`config.mk`:
```
export PLATFORM = sky130hd
export DESIGN_NAME = bitmap_slot_allocator
export DESIGN_NICKNAME = d
export VERILOG_FILES = /design/src/hw/rtl/bsa_pkg.sv /design/src/hw/rtl/bsa_ram.sv /design/src/hw/rtl/bsa_div.sv /design/src/hw/rtl/bsa_regs.sv /design/src/hw/rtl/bitmap_slot_allocator.sv
export VERILOG_INCLUDE_DIRS = /design/src /design/src/hw/rtl
export SDC_FILE = /design/constraint.sdc
export NUM_CORES = 2
export LEC_CHECK = 0
export BUFFER_PORTS_ARGS = -buffer_cell sky130_fd_sc_hd__buf_4
export CORE_MARGIN = 5
export CORE_UTILIZATION = 30
export CTS_CLUSTER_DIAMETER = 30
export DETAILED_ROUTE_END_ITERATION = 10
export GPL_ROUTABILITY_DRIVEN = 0
export GPL_TIMING_DRIVEN = 0
export HOLD_SLACK_MARGIN = 0.05
export PLACE_DENSITY_LB_ADDON = 0.08
export SLEW_MARGIN = 20
export SYNTH_ARGS = -nofsm -noshare
export SYNTH_HDL_FRONTEND = slang
export SYNTH_SLANG_ARGS = --single-unit
```
`constraint.sdc`:
```
create_clock -name clk_i -period 12.45 [get_ports clk_i]
set_input_delay 1.245 -clock clk_i [delete_from_list [all_inputs] [get_ports clk_i]]
set_output_delay 1.245 -clock clk_i [all_outputs]
set_load 0.005 [all_outputs]
```
`src/hw/rtl/bitmap_slot_allocator_macros.svh`:
```
// Assertion macros for the bitmap slot allocator.
// Each macro expects clk_i and rst_ni to be in scope at the point of use.
`ifndef BITMAP_SLOT_ALLOCATOR_MACROS_SVH
`define BITMAP_SLOT_ALLOCATOR_MACROS_SVH

// same-cycle implication
`define BSA_ASSERT_NOW(label, ante, cons, msg) \
  label: assert property (@(posedge clk_i) disable iff (!rst_ni) (ante) |-> (cons)) \
    else $error(msg);

// next-cycle implication
`define BSA_ASSERT_NEXT(label, ante, cons, msg) \
  label: assert property (@(posedge clk_i) disable iff (!rst_ni) (ante) |=> (cons)) \
    else $error(msg);

`endif

```
`src/hw/rtl/bsa_pkg.sv`:
```
// Shared constants, codes and types of the bitmap slot allocator.
// No dependencies; bsa_div, bsa_regs and the top level import this package.
`timescale 1ns / 1ps

package bsa_pkg;

  localparam int unsigned SLOTS      = 2048;
  localparam int unsigned ROW_W      = 64;
  localparam int unsigned ROWS       = SLOTS / ROW_W;
  localparam int unsigned ROW_AW     = $clog2(ROWS);
  localparam int unsigned BIT_AW     = $clog2(ROW_W);
  localparam int unsigned IDX_W      = ROW_AW + BIT_AW;
  localparam int unsigned SLOT_IDX_W = 11;
  localparam int unsigned STRIDE_W   = 13;
  localparam int unsigned HANDLE_W   = 64;
  localparam int unsigned CMD_W      = 2;
  localparam int unsigned STATUS_W   = 3;
  // offsets at or above 2^OFS_W always map past the last slot
  localparam int unsigned OFS_W      = IDX_W + STRIDE_W;
  localparam int unsigned DIV_CNT_W  = $clog2(OFS_W + 1);
  localparam int unsigned REG_IDX_W  = 2;
  localparam int unsigned APB_DW     = 64;
  localparam int unsigned APB_AW     = REG_IDX_W + 3;

  typedef enum logic [CMD_W-1:0] {
    CMD_ALLOC = 2'd0,
    CMD_FREE  = 2'd1,
    CMD_CLEAR = 2'd2
  } cmd_e;

  typedef enum logic [STATUS_W-1:0] {
    STAT_ALLOCATED = 3'd0,
    STAT_FULL      = 3'd1,
    STAT_DISABLED  = 3'd2,
    STAT_FREED     = 3'd3,
    STAT_REJECTED  = 3'd4
  } status_e;

  typedef enum logic [REG_IDX_W-1:0] {
    REG_HEAP_ENABLE = 2'd0,
    REG_SLOT_STRIDE = 2'd1,
    REG_CPU_BASE    = 2'd2,
    REG_GPU_BASE    = 2'd3
  } reg_e;

  typedef enum logic [3:0] {
    S_IDLE,
    S_A_FIND,
    S_A_RD,
    S_A_WR,
    S_A_MUL,
    S_A_ADD,
    S_F_SUB,
    S_F_DIV,
    S_F_RD,
    S_F_WR
  } state_e;

  typedef struct packed {
    logic                heap_enable;
    logic [STRIDE_W-1:0] slot_stride;
    logic [HANDLE_W-1:0] cpu_base;
    logic [HANDLE_W-1:0] gpu_base;
  } cfg_t;

  typedef struct packed {
    logic                start;
    logic [OFS_W-1:0]    dividend;
    logic [STRIDE_W-1:0] divisor;
  } div_req_t;

  typedef struct packed {
    logic                done;
    logic [OFS_W-1:0]    quo;
    logic [STRIDE_W-1:0] rem;
  } div_rsp_t;

endpackage

```
`src/hw/rtl/bsa_ram.sv`:
```
// Generic simple dual-port RAM: one write port, one read port, registered read.
// No dependencies.
`timescale 1ns / 1ps

module bsa_ram #(
  parameter int unsigned WIDTH = 64,
  parameter int unsigned DEPTH = 32
) (
  input  logic                     clk_i,
  input  logic                     we_i,
  input  logic [$clog2(DEPTH)-1:0] waddr_i,
  input  logic [WIDTH-1:0]         wdata_i,
  input  logic [$clog2(DEPTH)-1:0] raddr_i,
  output logic [WIDTH-1:0]         rdata_o
);

  logic [WIDTH-1:0] mem_q [DEPTH];
  logic [WIDTH-1:0] rdata_q;

  always_ff @(posedge clk_i) begin
    if (we_i) begin
      mem_q[waddr_i] <= wdata_i;
    end
    rdata_q <= mem_q[raddr_i];
  end

  assign rdata_o = rdata_q;

endmodule

```
`src/hw/rtl/bsa_div.sv`:
```
// Restoring divider, one quotient bit per cycle, for handle-to-slot mapping.
// Depends on bsa_pkg.
`timescale 1ns / 1ps

module bsa_div (
  input  logic              clk_i,
  input  logic              rst_ni,
  input  bsa_pkg::div_req_t req_i,
  output bsa_pkg::div_rsp_t rsp_o
);
  import bsa_pkg::*;

  logic                 run_q, run_d;
  logic                 done_q, done_d;
  logic [DIV_CNT_W-1:0] cnt_q, cnt_d;
  logic [OFS_W-1:0]     quo_q, quo_d;
  logic [STRIDE_W-1:0]  rem_q, rem_d;
  logic [STRIDE_W-1:0]  dvs_q, dvs_d;
  logic [STRIDE_W:0]    shifted;
  logic [STRIDE_W:0]    diff;
  logic                 ge;

  // one restoring step
  always_comb begin
    shifted = {rem_q, quo_q[OFS_W-1]};
    diff    = shifted - {1'b0, dvs_q};
    ge      = shifted >= {1'b0, dvs_q};
  end

  always_comb begin
    run_d  = run_q;
    done_d = 1'b0;
    cnt_d  = cnt_q;
    quo_d  = quo_q;
    rem_d  = rem_q;
    dvs_d  = dvs_q;
    if (req_i.start) begin
      run_d = 1'b1;
      cnt_d = DIV_CNT_W'(OFS_W);
      quo_d = req_i.dividend;
      rem_d = '0;
      dvs_d = req_i.divisor;
    end else if (run_q) begin
      quo_d = {quo_q[OFS_W-2:0], ge};
      rem_d = ge ? diff[STRIDE_W-1:0] : shifted[STRIDE_W-1:0];
      cnt_d = cnt_q - 1'b1;
      if (cnt_q == DIV_CNT_W'(1)) begin
        run_d  = 1'b0;
        done_d = 1'b1;
      end
    end
  end

  always_ff @(posedge clk_i or negedge rst_ni) begin
    if (!rst_ni) begin
      run_q  <= 1'b0;
      done_q <= 1'b0;
      cnt_q  <= '0;
    end else begin
      run_q  <= run_d;
      done_q <= done_d;
      cnt_q  <= cnt_d;
    end
  end

  always_ff @(posedge clk_i) begin
    quo_q <= quo_d;
    rem_q <= rem_d;
    dvs_q <= dvs_d;
  end

  assign rsp_o.done = done_q;
  assign rsp_o.quo  = quo_q;
  assign rsp_o.rem  = rem_q;

endmodule

```
`src/hw/rtl/bsa_regs.sv`:
```
// APB configuration registers of the bitmap slot allocator.
// Depends on bsa_pkg.
`timescale 1ns / 1ps

module bsa_regs (
  input  logic                       clk_i,
  input  logic                       rst_ni,
  input  logic                       psel,
  input  logic                       penable,
  input  logic                       pwrite,
  input  logic [bsa_pkg::APB_AW-1:0] paddr,
  input  logic [bsa_pkg::APB_DW-1:0] pwdata,
  output logic [bsa_pkg::APB_DW-1:0] prdata,
  output logic                       pready,
  output bsa_pkg::cfg_t              cfg_o
);
  import bsa_pkg::*;

  cfg_t                 cfg_q;
  logic                 wr_en;
  logic [REG_IDX_W-1:0] reg_idx;

  assign pready  = 1'b1;
  assign wr_en   = psel && penable && pwrite && pready;
  assign reg_idx = paddr[APB_AW-1:3];

  always_ff @(posedge clk_i or negedge rst_ni) begin
    if (!rst_ni) begin
      cfg_q <= '0;
    end else if (wr_en) begin
      unique case (reg_idx)
        REG_HEAP_ENABLE: cfg_q.heap_enable <= pwdata[0];
        REG_SLOT_STRIDE: cfg_q.slot_stride <= pwdata[STRIDE_W-1:0];
        REG_CPU_BASE:    cfg_q.cpu_base    <= pwdata[HANDLE_W-1:0];
        REG_GPU_BASE:    cfg_q.gpu_base    <= pwdata[HANDLE_W-1:0];
        default:         cfg_q             <= cfg_q;
      endcase
    end
  end

  always_comb begin
    unique case (reg_idx)
      REG_HEAP_ENABLE: prdata = APB_DW'(cfg_q.heap_enable);
      REG_SLOT_STRIDE: prdata = APB_DW'(cfg_q.slot_stride);
      REG_CPU_BASE:    prdata = APB_DW'(cfg_q.cpu_base);
      REG_GPU_BASE:    prdata = APB_DW'(cfg_q.gpu_base);
      default:         prdata = '0;
    endcase
  end

  assign cfg_o = cfg_q;

endmodule

```
`src/hw/rtl/bitmap_slot_allocator.sv`:
```
// Top level of the bitmap slot allocator: sequencer, used-bit map and result register.
// Depends on bsa_pkg, bsa_regs, bsa_div, bsa_ram and the assertion macro header.
`timescale 1ns / 1ps

// A command is taken when start is high and busy is low; exactly one result follows,
// shown for a single cycle with done_o high. The receiver cannot stall, so sample it then.
// Clear, unused command codes, and allocate or free while disabled answer in the cycle
// after the command, without raising busy. Allocate runs a row search over the per-row
// full flags, map RAM read, bit set and write-back, one index-times-stride multiply,
// then the two base adds. A free runs a subtract, then the restoring divider that maps
// the handle offset to a slot at one quotient bit per cycle (24 steps), then read and
// write-back. The used map sits in a 32 x 64 RAM; per-row valid flags make reset and
// clear immediate, so there is no clearing pass.

`include "bitmap_slot_allocator_macros.svh"

module bitmap_slot_allocator (
  input  logic                           clk_i,
  input  logic                           rst_ni,
  input  logic                           start,
  output logic                           busy,
  input  logic [bsa_pkg::CMD_W-1:0]      cmd_i,
  input  logic [bsa_pkg::HANDLE_W-1:0]   release_handle_i,
  output logic                           done_o,
  output logic [bsa_pkg::STATUS_W-1:0]   status_o,
  output logic [bsa_pkg::HANDLE_W-1:0]   cpu_handle_o,
  output logic [bsa_pkg::HANDLE_W-1:0]   gpu_handle_o,
  output logic [bsa_pkg::SLOT_IDX_W-1:0] slot_index_o,
  input  logic                           psel,
  input  logic                           penable,
  input  logic                           pwrite,
  input  logic [bsa_pkg::APB_AW-1:0]     paddr,
  input  logic [bsa_pkg::APB_DW-1:0]     pwdata,
  output logic [bsa_pkg::APB_DW-1:0]     prdata,
  output logic                           pready
);
  import bsa_pkg::*;

  // lowest clear bit of a vector, with a hit flag on top
  function automatic logic [ROW_AW:0] first_clear_row(input logic [ROWS-1:0] v);
    logic [ROW_AW:0] r;
    r = '0;
    for (int i = ROWS - 1; i >= 0; i--) begin
      if (!v[i]) r = {1'b1, ROW_AW'(i)};
    end
    return r;
  endfunction

  function automatic logic [BIT_AW:0] first_clear_bit(input logic [ROW_W-1:0] v);
    logic [BIT_AW:0] r;
    r = '0;
    for (int i = ROW_W - 1; i >= 0; i--) begin
      if (!v[i]) r = {1'b1, BIT_AW'(i)};
    end
    return r;
  endfunction

  cfg_t     cfg;
  div_req_t div_req;
  div_rsp_t div_rsp;

  state_e state_q, state_d;

  logic [HANDLE_W-1:0] handle_q;
  logic [ROW_AW-1:0]   row_q;
  logic [BIT_AW-1:0]   bit_q;
  logic [OFS_W-1:0]    prod_q;
  logic [ROWS-1:0]     valid_q;
  logic [ROWS-1:0]     full_q;

  logic                  done_q;
  status_e               status_q;
  logic [HANDLE_W-1:0]   cpu_q;
  logic [HANDLE_W-1:0]   gpu_q;
  logic [SLOT_IDX_W-1:0] slot_q;

  logic                accept;
  logic                enabled;
  logic [ROW_AW:0]     row_pick;
  logic                row_hit;
  logic [ROW_W-1:0]    ram_rdata;
  logic [ROW_W-1:0]    word_cur;
  logic [BIT_AW:0]     bit_pick;
  logic [ROW_W-1:0]    word_new;
  logic [HANDLE_W:0]   diff;
  logic                free_bad;
  logic                div_ok;
  logic [IDX_W-1:0]    idx;

  logic                  clear_map;
  logic                  ram_we;
  logic                  res_load;
  status_e               res_status;
  logic [HANDLE_W-1:0]   res_cpu;
  logic [HANDLE_W-1:0]   res_gpu;
  logic [SLOT_IDX_W-1:0] res_slot;

  bsa_regs u_regs (
    .clk_i   (clk_i),
    .rst_ni  (rst_ni),
    .psel    (psel),
    .penable (penable),
    .pwrite  (pwrite),
    .paddr   (paddr),
    .pwdata  (pwdata),
    .prdata  (prdata),
    .pready  (pready),
    .cfg_o   (cfg)
  );

  bsa_div u_div (
    .clk_i  (clk_i),
    .rst_ni (rst_ni),
    .req_i  (div_req),
    .rsp_o  (div_rsp)
  );

  bsa_ram #(
    .WIDTH (ROW_W),
    .DEPTH (ROWS)
  ) u_map (
    .clk_i   (clk_i),
    .we_i    (ram_we),
    .waddr_i (row_q),
    .wdata_i (word_new),
    .raddr_i (row_q),
    .rdata_o (ram_rdata)
  );

  assign busy    = state_q != S_IDLE;
  assign accept  = start && !busy;
  assign enabled = cfg.heap_enable && (cfg.slot_stride != '0);
  assign idx     = {row_q, bit_q};

  always_comb begin
    row_pick = first_clear_row(full_q);
    row_hit  = row_pick[ROW_AW];
    // a row never written since reset or clear reads as all free
    word_cur = valid_q[row_q] ? ram_rdata : '0;
    bit_pick = first_clear_bit(word_cur);
    word_new = word_cur;
    if (state_q == S_F_WR) begin
      word_new[bit_q] = 1'b0;
    end else begin
      word_new[bit_pick[BIT_AW-1:0]] = 1'b1;
    end
    diff     = {1'b0, handle_q} - {1'b0, cfg.cpu_base};
    free_bad = (handle_q == '0) || diff[HANDLE_W] || (diff[HANDLE_W-1:OFS_W] != '0);
    div_ok   = (div_rsp.rem == '0) && (div_rsp.quo < OFS_W'(SLOTS));
  end

  // next state
  always_comb begin
    state_d = state_q;
    unique case (state_q)
      S_IDLE: begin
        if (accept) begin
          case (cmd_i)
            CMD_ALLOC: state_d = enabled ? S_A_FIND : S_IDLE;
            CMD_FREE:  state_d = enabled ? S_F_SUB : S_IDLE;
            default:   state_d = S_IDLE;
          endcase
        end
      end
      S_A_FIND: state_d = row_hit ? S_A_RD : S_IDLE;
      S_A_RD:   state_d = S_A_WR;
      S_A_WR:   state_d = S_A_MUL;
      S_A_MUL:  state_d = S_A_ADD;
      S_A_ADD:  state_d = S_IDLE;
      S_F_SUB:  state_d = free_bad ? S_IDLE : S_F_DIV;
      S_F_DIV: begin
        if (div_rsp.done) begin
          state_d = div_ok ? S_F_RD : S_IDLE;
        end
      end
      S_F_RD:   state_d = S_F_WR;
      S_F_WR:   state_d = S_IDLE;
      default:  state_d = S_IDLE;
    endcase
  end

  // outputs of the sequencer
  always_comb begin
    clear_map        = 1'b0;
    ram_we           = 1'b0;
    res_load         = 1'b0;
    res_status       = STAT_REJECTED;
    res_cpu          = '0;
    res_gpu          = '0;
    res_slot         = '0;
    div_req.start    = 1'b0;
    div_req.dividend = diff[OFS_W-1:0];
    div_req.divisor  = cfg.slot_stride;
    unique case (state_q)
      S_IDLE: begin
        if (accept) begin
          case (cmd_i)
            CMD_CLEAR: begin
              clear_map = 1'b1;
              res_load  = 1'b1;
            end
            CMD_ALLOC, CMD_FREE: begin
              if (!enabled) begin
                res_load   = 1'b1;
                res_status = STAT_DISABLED;
              end
            end
            default: res_load = 1'b1;
          endcase
        end
      end
      S_A_FIND: begin
        if (!row_hit) begin
          res_load   = 1'b1;
          res_status = STAT_FULL;
        end
      end
      S_A_WR: ram_we = 1'b1;
      S_A_ADD: begin
        res_load   = 1'b1;
        res_status = STAT_ALLOCATED;
        res_cpu    = cfg.cpu_base + HANDLE_W'(prod_q);
        res_gpu    = cfg.gpu_base + HANDLE_W'(prod_q);
        res_slot   = SLOT_IDX_W'(idx);
      end
      S_F_SUB: begin
        if (free_bad) begin
          res_load = 1'b1;
        end else begin
          div_req.start = 1'b1;
        end
      end
      S_F_DIV: begin
        if (div_rsp.done && !div_ok) begin
          res_load = 1'b1;
        end
      end
      S_F_WR: begin
        ram_we     = 1'b1;
        res_load   = 1'b1;
        res_status = STAT_FREED;
        res_slot   = SLOT_IDX_W'(idx);
      end
      default: ;
    endcase
  end

  always_ff @(posedge clk_i or negedge rst_ni) begin
    if (!rst_ni) begin
      state_q <= S_IDLE;
      valid_q <= '0;
      full_q  <= '0;
      done_q  <= 1'b0;
    end else begin
      state_q <= state_d;
      done_q  <= res_load;
      if (clear_map) begin
        valid_q <= '0;
        full_q  <= '0;
      end else if (state_q == S_A_WR) begin
        valid_q[row_q] <= 1'b1;
        full_q[row_q]  <= &word_new;
      end else if (state_q == S_F_WR) begin
        valid_q[row_q] <= 1'b1;
        full_q[row_q]  <= 1'b0;
      end
    end
  end

  always_ff @(posedge clk_i) begin
    if (accept) begin
      handle_q <= release_handle_i;
    end
    if (state_q == S_A_FIND) begin
      row_q <= row_pick[ROW_AW-1:0];
    end
    if (state_q == S_A_WR) begin
      bit_q <= bit_pick[BIT_AW-1:0];
    end
    if (state_q == S_F_DIV && div_rsp.done) begin
      {row_q, bit_q} <= div_rsp.quo[IDX_W-1:0];
    end
    if (state_q == S_A_MUL) begin
      prod_q <= OFS_W'(idx) * OFS_W'(cfg.slot_stride);
    end
    if (res_load) begin
      status_q <= res_status;
      cpu_q    <= res_cpu;
      gpu_q    <= res_gpu;
      slot_q   <= res_slot;
    end
  end

  assign done_o       = done_q;
  assign status_o     = status_q;
  assign cpu_handle_o = cpu_q;
  assign gpu_handle_o = gpu_q;
  assign slot_index_o = slot_q;

  `BSA_ASSERT_NEXT(a_accept_progress, accept, busy || done_o, "accepted beat made no progress")
  `BSA_ASSERT_NOW(a_handles_zero, done_o && (status_o != STAT_ALLOCATED), (cpu_handle_o == '0) && (gpu_handle_o == '0), "nonzero handle without allocation")
  `BSA_ASSERT_NOW(a_div_owner, div_rsp.done, state_q == S_F_DIV, "divider finished outside free")
  `BSA_ASSERT_NOW(a_row_not_full, state_q == S_A_WR, !full_q[row_q], "allocating into a full row")

endmodule

```
* Word level (Yosys, flattened, before mapping)
Memories as Yosys holds them, arrays and structs flattened. A register that Yosys moved wholly into a read port is not among the register bits. Cells that the tools add are included.
Operators by class: $add $sub $neg 5, magnitude comparators 8, bitwise operators 6, equal/unequal tests 17, multiplexer cells 158, reduce and logical (&&, ||, !) cells 35, multiply operators 1
Operators by type and width (number):
- 2-to-1 mux 6 bit | 98
- one-hot mux 64 bit (4 select lines) | 1
- 2-to-1 mux 32 bit | 6
- adder 64 x 24 -> 64 bit | 2
- 2-to-1 mux 64 bit | 2
- subtractor 64 x 64 -> 65 bit | 1
- bitwise AND 64 bit | 1
- logical NOT 64 bit | 1
- inverter 64 bit | 1
- OR 64 bit | 1
- AND reduction 64 bit | 1
- 2-to-1 mux 24 bit | 2
- nonzero test 40 bit | 1
- bitwise AND 32 bit | 1
- bitwise mux 32 bit | 1
- inverter 32 bit | 1
- OR 32 bit | 1
- one-hot mux 4 bit (8 select lines) | 1
- 2-to-1 mux 1 bit | 25
- < comparator 24 x 12 -> 1 bit, second input constant | 1
- multiplier 11 x 13 -> 24 bit | 1
- 2-to-1 mux 5 bit | 4
- 2-to-1 mux 3 bit | 6
- equality test 4 x 3 -> 1 bit, second input constant | 4
- other kinds (36) | 66
Storage, ports and cells: input bits 141, memories 1, output and inout port bits 209, word-level logic and storage cells 253, RAM bits 2048, bits in registers 509
Memories:
- u_map.mem_q | words 32, bits a word 64, read ports 1, clocked after memory_dff 1, write ports 1, RTL line bsa_ram.sv:17 | logic [WIDTH-1:0] mem_q [DEPTH];

* Longest topological paths before layout
depth after elaboration 77, depth in mapped cells 26, gate-level depth less buffers 23

* Modules after synthesis
A second synthesis with hierarchy kept.
Unflattened totals: cells, all modules 6980, area, all modules 116525.5 um2
By module, submodules not included:
- bsa_ram | times used 1, seq. area each 62780.2 um2, cells an instance 3096, area an instance 78964.5 um2
- bitmap_slot_allocator | times used 1, seq. area each 8963.6 um2, cells an instance 3164, area an instance 27740.4 um2
- bsa_regs | times used 1, seq. area each 3553.4 um2, cells an instance 449, area an instance 6739.0 um2
- bsa_div | times used 1, seq. area each 1546.5 um2, cells an instance 271, area an instance 3081.7 um2

* Least setup slack after synthesis
No wires, ideal clock.
path kind reg2reg, start reg u_regs.cfg_q (netlist bit u_regs.cfg_o[88]), end reg cpu_q[0] (netlist: cpu_handle_o[0]), enable pin, stages on the path, launching flop included 15, setup slack 5.867 ns, path buffers 0, setup time 0.501 ns, clock period less this slack 6.583 ns, arrival time 6.081 ns, required time 11.949 ns, path through dfrtp_1 > inv_1 > ha_1 > a21oi_1 > o21bai_1 > or3_1 > a31o_2 > o31a_1 > a31o_2 > a41oi_1 > o211ai_1 > a31oi_1 > mux2i_1 > nand3_1 > a211o_1
Between the ends: cells in the longest elaborated chain, start to end 5, elaborated cells between the ends (all ways) 6, classes of those cells 1 x add/sub; 2 x mux; 3 x reduce/logical
RTL lines:
- start: declaration | RTL line bsa_regs.sv:19 | cfg_t cfg_q;
- start signal: assignment | RTL line bsa_regs.sv:36 | default: cfg_q <= cfg_q;
- subtractor 64 x 64 -> 65 bit * | RTL line bitmap_slot_allocator.sv:147 | diff = {1'b0, handle_q} - {1'b0, cfg.cpu_base};
- nonzero test 40 bit or logical OR 1 bit (tied branches) | RTL line bitmap_slot_allocator.sv:148 | free_bad = (handle_q == '0) || diff[HANDLE_W] || (diff[HANDLE_W-1:OFS_W] != '0);
- logical OR 1 bit * | RTL line bitmap_slot_allocator.sv:148
- 2-to-1 mux 1 bit * | RTL line bitmap_slot_allocator.sv:227 | if (free_bad) begin
- one-hot mux 1 bit (5 select lines) * | RTL line bitmap_slot_allocator.sv:194 | unique case (state_q)
- named net res_load | RTL line bitmap_slot_allocator.sv:92 | logic res_load;
- end signal: assignment | RTL line bitmap_slot_allocator.sv:288 | cpu_q <= res_cpu;
- end: declaration | RTL line bitmap_slot_allocator.sv:73 | logic [HANDLE_W-1:0] cpu_q;
Mark *: on every way through the listed nets, which the timed path passes. The rest lies on a longest branch. A chain may end at the register's enable or synchronous reset.

* Final worst setup path
start reg row_q[1], end reg prod_q[23] (data pin)
Between the ends: cells in the longest elaborated chain, start to end 1
RTL lines:
- start: declaration | RTL line bitmap_slot_allocator.sv:65 | logic [ROW_AW-1:0] row_q;
- start signal: assignment | RTL line bitmap_slot_allocator.sv:275 | row_q <= row_pick[ROW_AW-1:0];
- start signal: assignment | RTL line bitmap_slot_allocator.sv:281 | {row_q, bit_q} <= div_rsp.quo[IDX_W-1:0];
- multiplier 11 x 13 -> 24 bit | RTL line bitmap_slot_allocator.sv:284 | prod_q <= OFS_W'(idx) * OFS_W'(cfg.slot_stride);
- end signal: assignment | RTL line bitmap_slot_allocator.sv:284
- end: declaration | RTL line bitmap_slot_allocator.sv:67 | logic [OFS_W-1:0] prod_q;
Every way passes these cells.

==> metrics.cfg <==
[yosys]
synth_ff_type=edfxtp_1
ys_warn_count=0
postSynth.asyncResetShare=0.0832
synth_edf_count=2326
syn_area_um2=114000
synthesis.nets=7450
synth-seq-area-share=0.676
synth-seq-cells=2621
synth_area_per_cell_um2=16.2
synthDistinctLibCells=88
postSynthCellCount=7018

[final_layout]
layout.nets=8697
fin_area_um2=151000
layout-drive-gt1-share=0.288
layout_commonest_cell=edfxtp_1
fin_util=0.399
instances_no_fill=13800
final_cell_mix=2,326 x edfxtp_1, 639 x clkbuf_16, 513 x mux4_2, 378 x nand2_1, 352 x buf_4
syn2layout_area_growth_pct=32.9

[placement]
dpl.hpwl_um=326000
dpl-instance-area_um2=130000
portBuffers=344
dp_cells=12600

[sta]
setup_viol=0
tns_ns=0
period_share=0.696
worst_slew_pin_slew_ns=1.23
finalMaxSlewViolations=0
period_needed_ns=8.67
rsz0062_at_grt=no
max_freq_ghz=0.115
hold_viol=0
skew_ns=0.131
max_slew_margin=0.170

[floorplanning]
die_h_um=626
rows=226
dieArea_um2=391000
core-area_um2=378000
die_x_um=626
start_util=0.300
pin_count=350

[route]
dr.first_iter.drc_count=6934
top_layer=met5
final_antenna_net_count=0
via_per_inst=5.31
dr_total_vias=73500
avgRoutedWirePerCell_um=32.4
drt-met1-wl_um=193000
dr.pass1.iters=7
routed_wl_um=448000
met2_length_um=210000
drc_errors=0
met3_length_um=29100

[setup_path]
reg2reg_slack_ns=3.78
end_kind=flip-flop
critPathKind=reg -> reg
r2r_cells=24
required_ns=13.21
critical-path-top-delay-family=buffers and inverters
crit_slowest_cell=clkbuf_1
crit_fanout=11
worstPathCellList=clkbuf_1 > clkbuf_1 > clkbuf_1 > clkbuf_1 > and2_1 > fa_1 > ha_1 > inv_1 > fa_1 > inv_1 > fa_1 > inv_1 > fa_1 > inv_1 > ha_1 > a21boi_0 > o21ai_0 > a21oi_1 > o31ai_1 > o21ai_0 > or4_1 > a31o_2 > a21oi_1 > xnor2_1
path_buf_inv=8
r2r_end=prod_q[23]$_DFFE_PP_
crit_path_max_incr_delay_ns=0.90
cp.arrival_ns=9.43
timing.rr.start=row_q[1]$_DFFE_PP_
start_kind=flip-flop

[flow_run]
drv_cap=0

[clock_tree]
clkTransAtPathRegs_ns=0.04
cts_resized=0
clockBufferDepth=4
htree_num_levels=6
clk_latency_ns=1.05
cts_tree=done
cts_hold_buffers=0
root_buffer=clkbuf_16
postCtsSetupBuffers=0
numCtsBuffers=631
cts_sinks=2621

[power]
ir_worst_vdd_mv=0.239
powerDensity_nw_per_um2=244
leakagePower_nw=55.1
p_total_mw=36.9

[global_routing]
grt_pass1_wl_um=613000
grt_max_degree=81
antenna_found_initial=33
grt_overflow_total=0
grt_pass1_vias=75300
grtUsageTotal=0.223

[worst_hold_path]
hold_class=in -> async

[outcome]
status=complete, no violations

-- worst reg2reg max path: stages, from the launching register on --
cell	delay (ns)
edfxtp_1	0.35
clkbuf_1	0.83
clkbuf_1	0.85
clkbuf_1	0.91
clkbuf_1	0.60
and2_1	0.25
fa_1	0.41
ha_1	0.29
inv_1	0.05
fa_1	0.48
inv_1	0.05
fa_1	0.48
inv_1	0.06
fa_1	0.49
inv_1	0.05
ha_1	0.30
a21boi_0	0.16
o21ai_0	0.26
a21oi_1	0.15
o31ai_1	0.32
o21ai_0	0.17
or4_1	0.46
a31o_2	0.25
a21oi_1	0.16
xnor2_1	0.09
-- kinds of logic after synthesis --
| logic type | share of synthesized area |
|---|---|
| compound gates | 0.0654 |
| xor+xnor | 0.0122 |
| fa+ha+maj | 0.0388 |
| buf+inv | 0.0205 |
| flops | 0.676 |
| mux | 0.119 |
| other cells | 0.0000330 |
| simple gates | 0.0677 |
-- power breakdown --
part / internal, mW / leakage (nW) / switching, mW
Combinational: 3.54 / 18.1 / 5.75
Sequential: 10.7 / 26.6 / 0.567
Clock: 11.0 / 10.3 / 5.38
-- metrics by stage --
step / worst slack (ns) / hold WS [ns]
2_1_floorplan: 5.87 / 0.463
3_3_place_gp: -2.86 / 0.474
3_5_place_dp: 3.75 / 0.479
4_1_cts: 3.70 / 0.185
5_1_grt: 3.53 / 0.238
6_report: 3.78 / 0.244
-- synth_stat cells (36+ instances only) --
cell / count / area, um2
or3_1: 50 / 313
mux2i_1: 83 / 831
xnor2_1: 99 / 867
nand3_1: 103 / 515
and2_1: 82 / 513
edfxtp_1: 2326 / 69800
a21o_1: 42 / 315
mux2_2: 106 / 1190
mux4_2: 513 / 11600
xor2_1: 59 / 517
o211ai_1: 49 / 368
a21oi_1: 154 / 771
nor2_1: 307 / 1150
nand4_1: 132 / 826
clkbuf_1: 265 / 995
ha_1: 189 / 2360
nor4_1: 46 / 288
nand3b_1: 39 / 293
dfrtp_1: 218 / 5460
a22oi_1: 263 / 1970
o21a_1: 64 / 480
a211oi_1: 36 / 270
dfxtp_1: 77 / 1540
nor2b_1: 107 / 669
o21ai_0: 281 / 1410
nand2b_1: 39 / 244
fa_1: 102 / 2040
nor3_1: 85 / 425
nand2_1: 390 / 1460
inv_1: 269 / 1010
buf_1: 61 / 229
-- worst max path at each step --
stage / end / from / cells past startpoint / slack, ns
2_1_floorplan: cpu_handle_o[0]$_SDFFCE_PN0P_ / u_regs.cfg_o[88]$_DFFE_PN0P_ / 14 / 5.87
3_3_place_gp: u_map.mem_q[23][39]$_DFFE_PP_ / row_q[0]$_DFFE_PP_ / 7 / -2.86
3_5_place_dp: prod_q[23]$_DFFE_PP_ / row_q[0]$_DFFE_PP_ / 25 / 3.75
4_1_cts: prod_q[23]$_DFFE_PP_ / row_q[0]$_DFFE_PP_ / 25 / 3.70
5_1_grt: prod_q[23]$_DFFE_PP_ / row_q[0]$_DFFE_PP_ / 23 / 3.53
6_report: prod_q[23]$_DFFE_PP_ / row_q[1]$_DFFE_PP_ / 24 / 3.78
-- metal layers --
metal / vias up / global-route usage
met4: 9 / 0.0751
met2: 3114 / 0.360
li1: 30600 / -
met5: - / 0
met3: 710 / 0.0394
met1: 39000 / 0.305
-- state kept, by name, summed over array words and instances, names as in the netlist, 24 cells and up --
| register | count |
|---|---|
| handle_q | 64 |
| gpu_handle_o | 64 |
| full_q | 32 |
| u_regs.cfg_o | 142 |
| u_map.mem_q | 2048 |
| prod_q | 24 |
| u_div.quo_q | 24 |
| cpu_handle_o | 64 |
| valid_q | 32 |
| u_map.rdata_o | 64 |
-- area by class of cell --
cell class | count | area [um2]
clock buffer | 757 | 16700
tap | 5016 | 6280
inverter | 269 | 1010
timing repair buffer | 614 | 8730
buffer | 343 | 1500
sequential | 2621 | 76800
antenna | 14 | 35.0
clock inverter | 402 | 4810
fill | 34800 | 227000
multi-input combinational | 3785 | 35200
(Power assumes the default switching activity.)
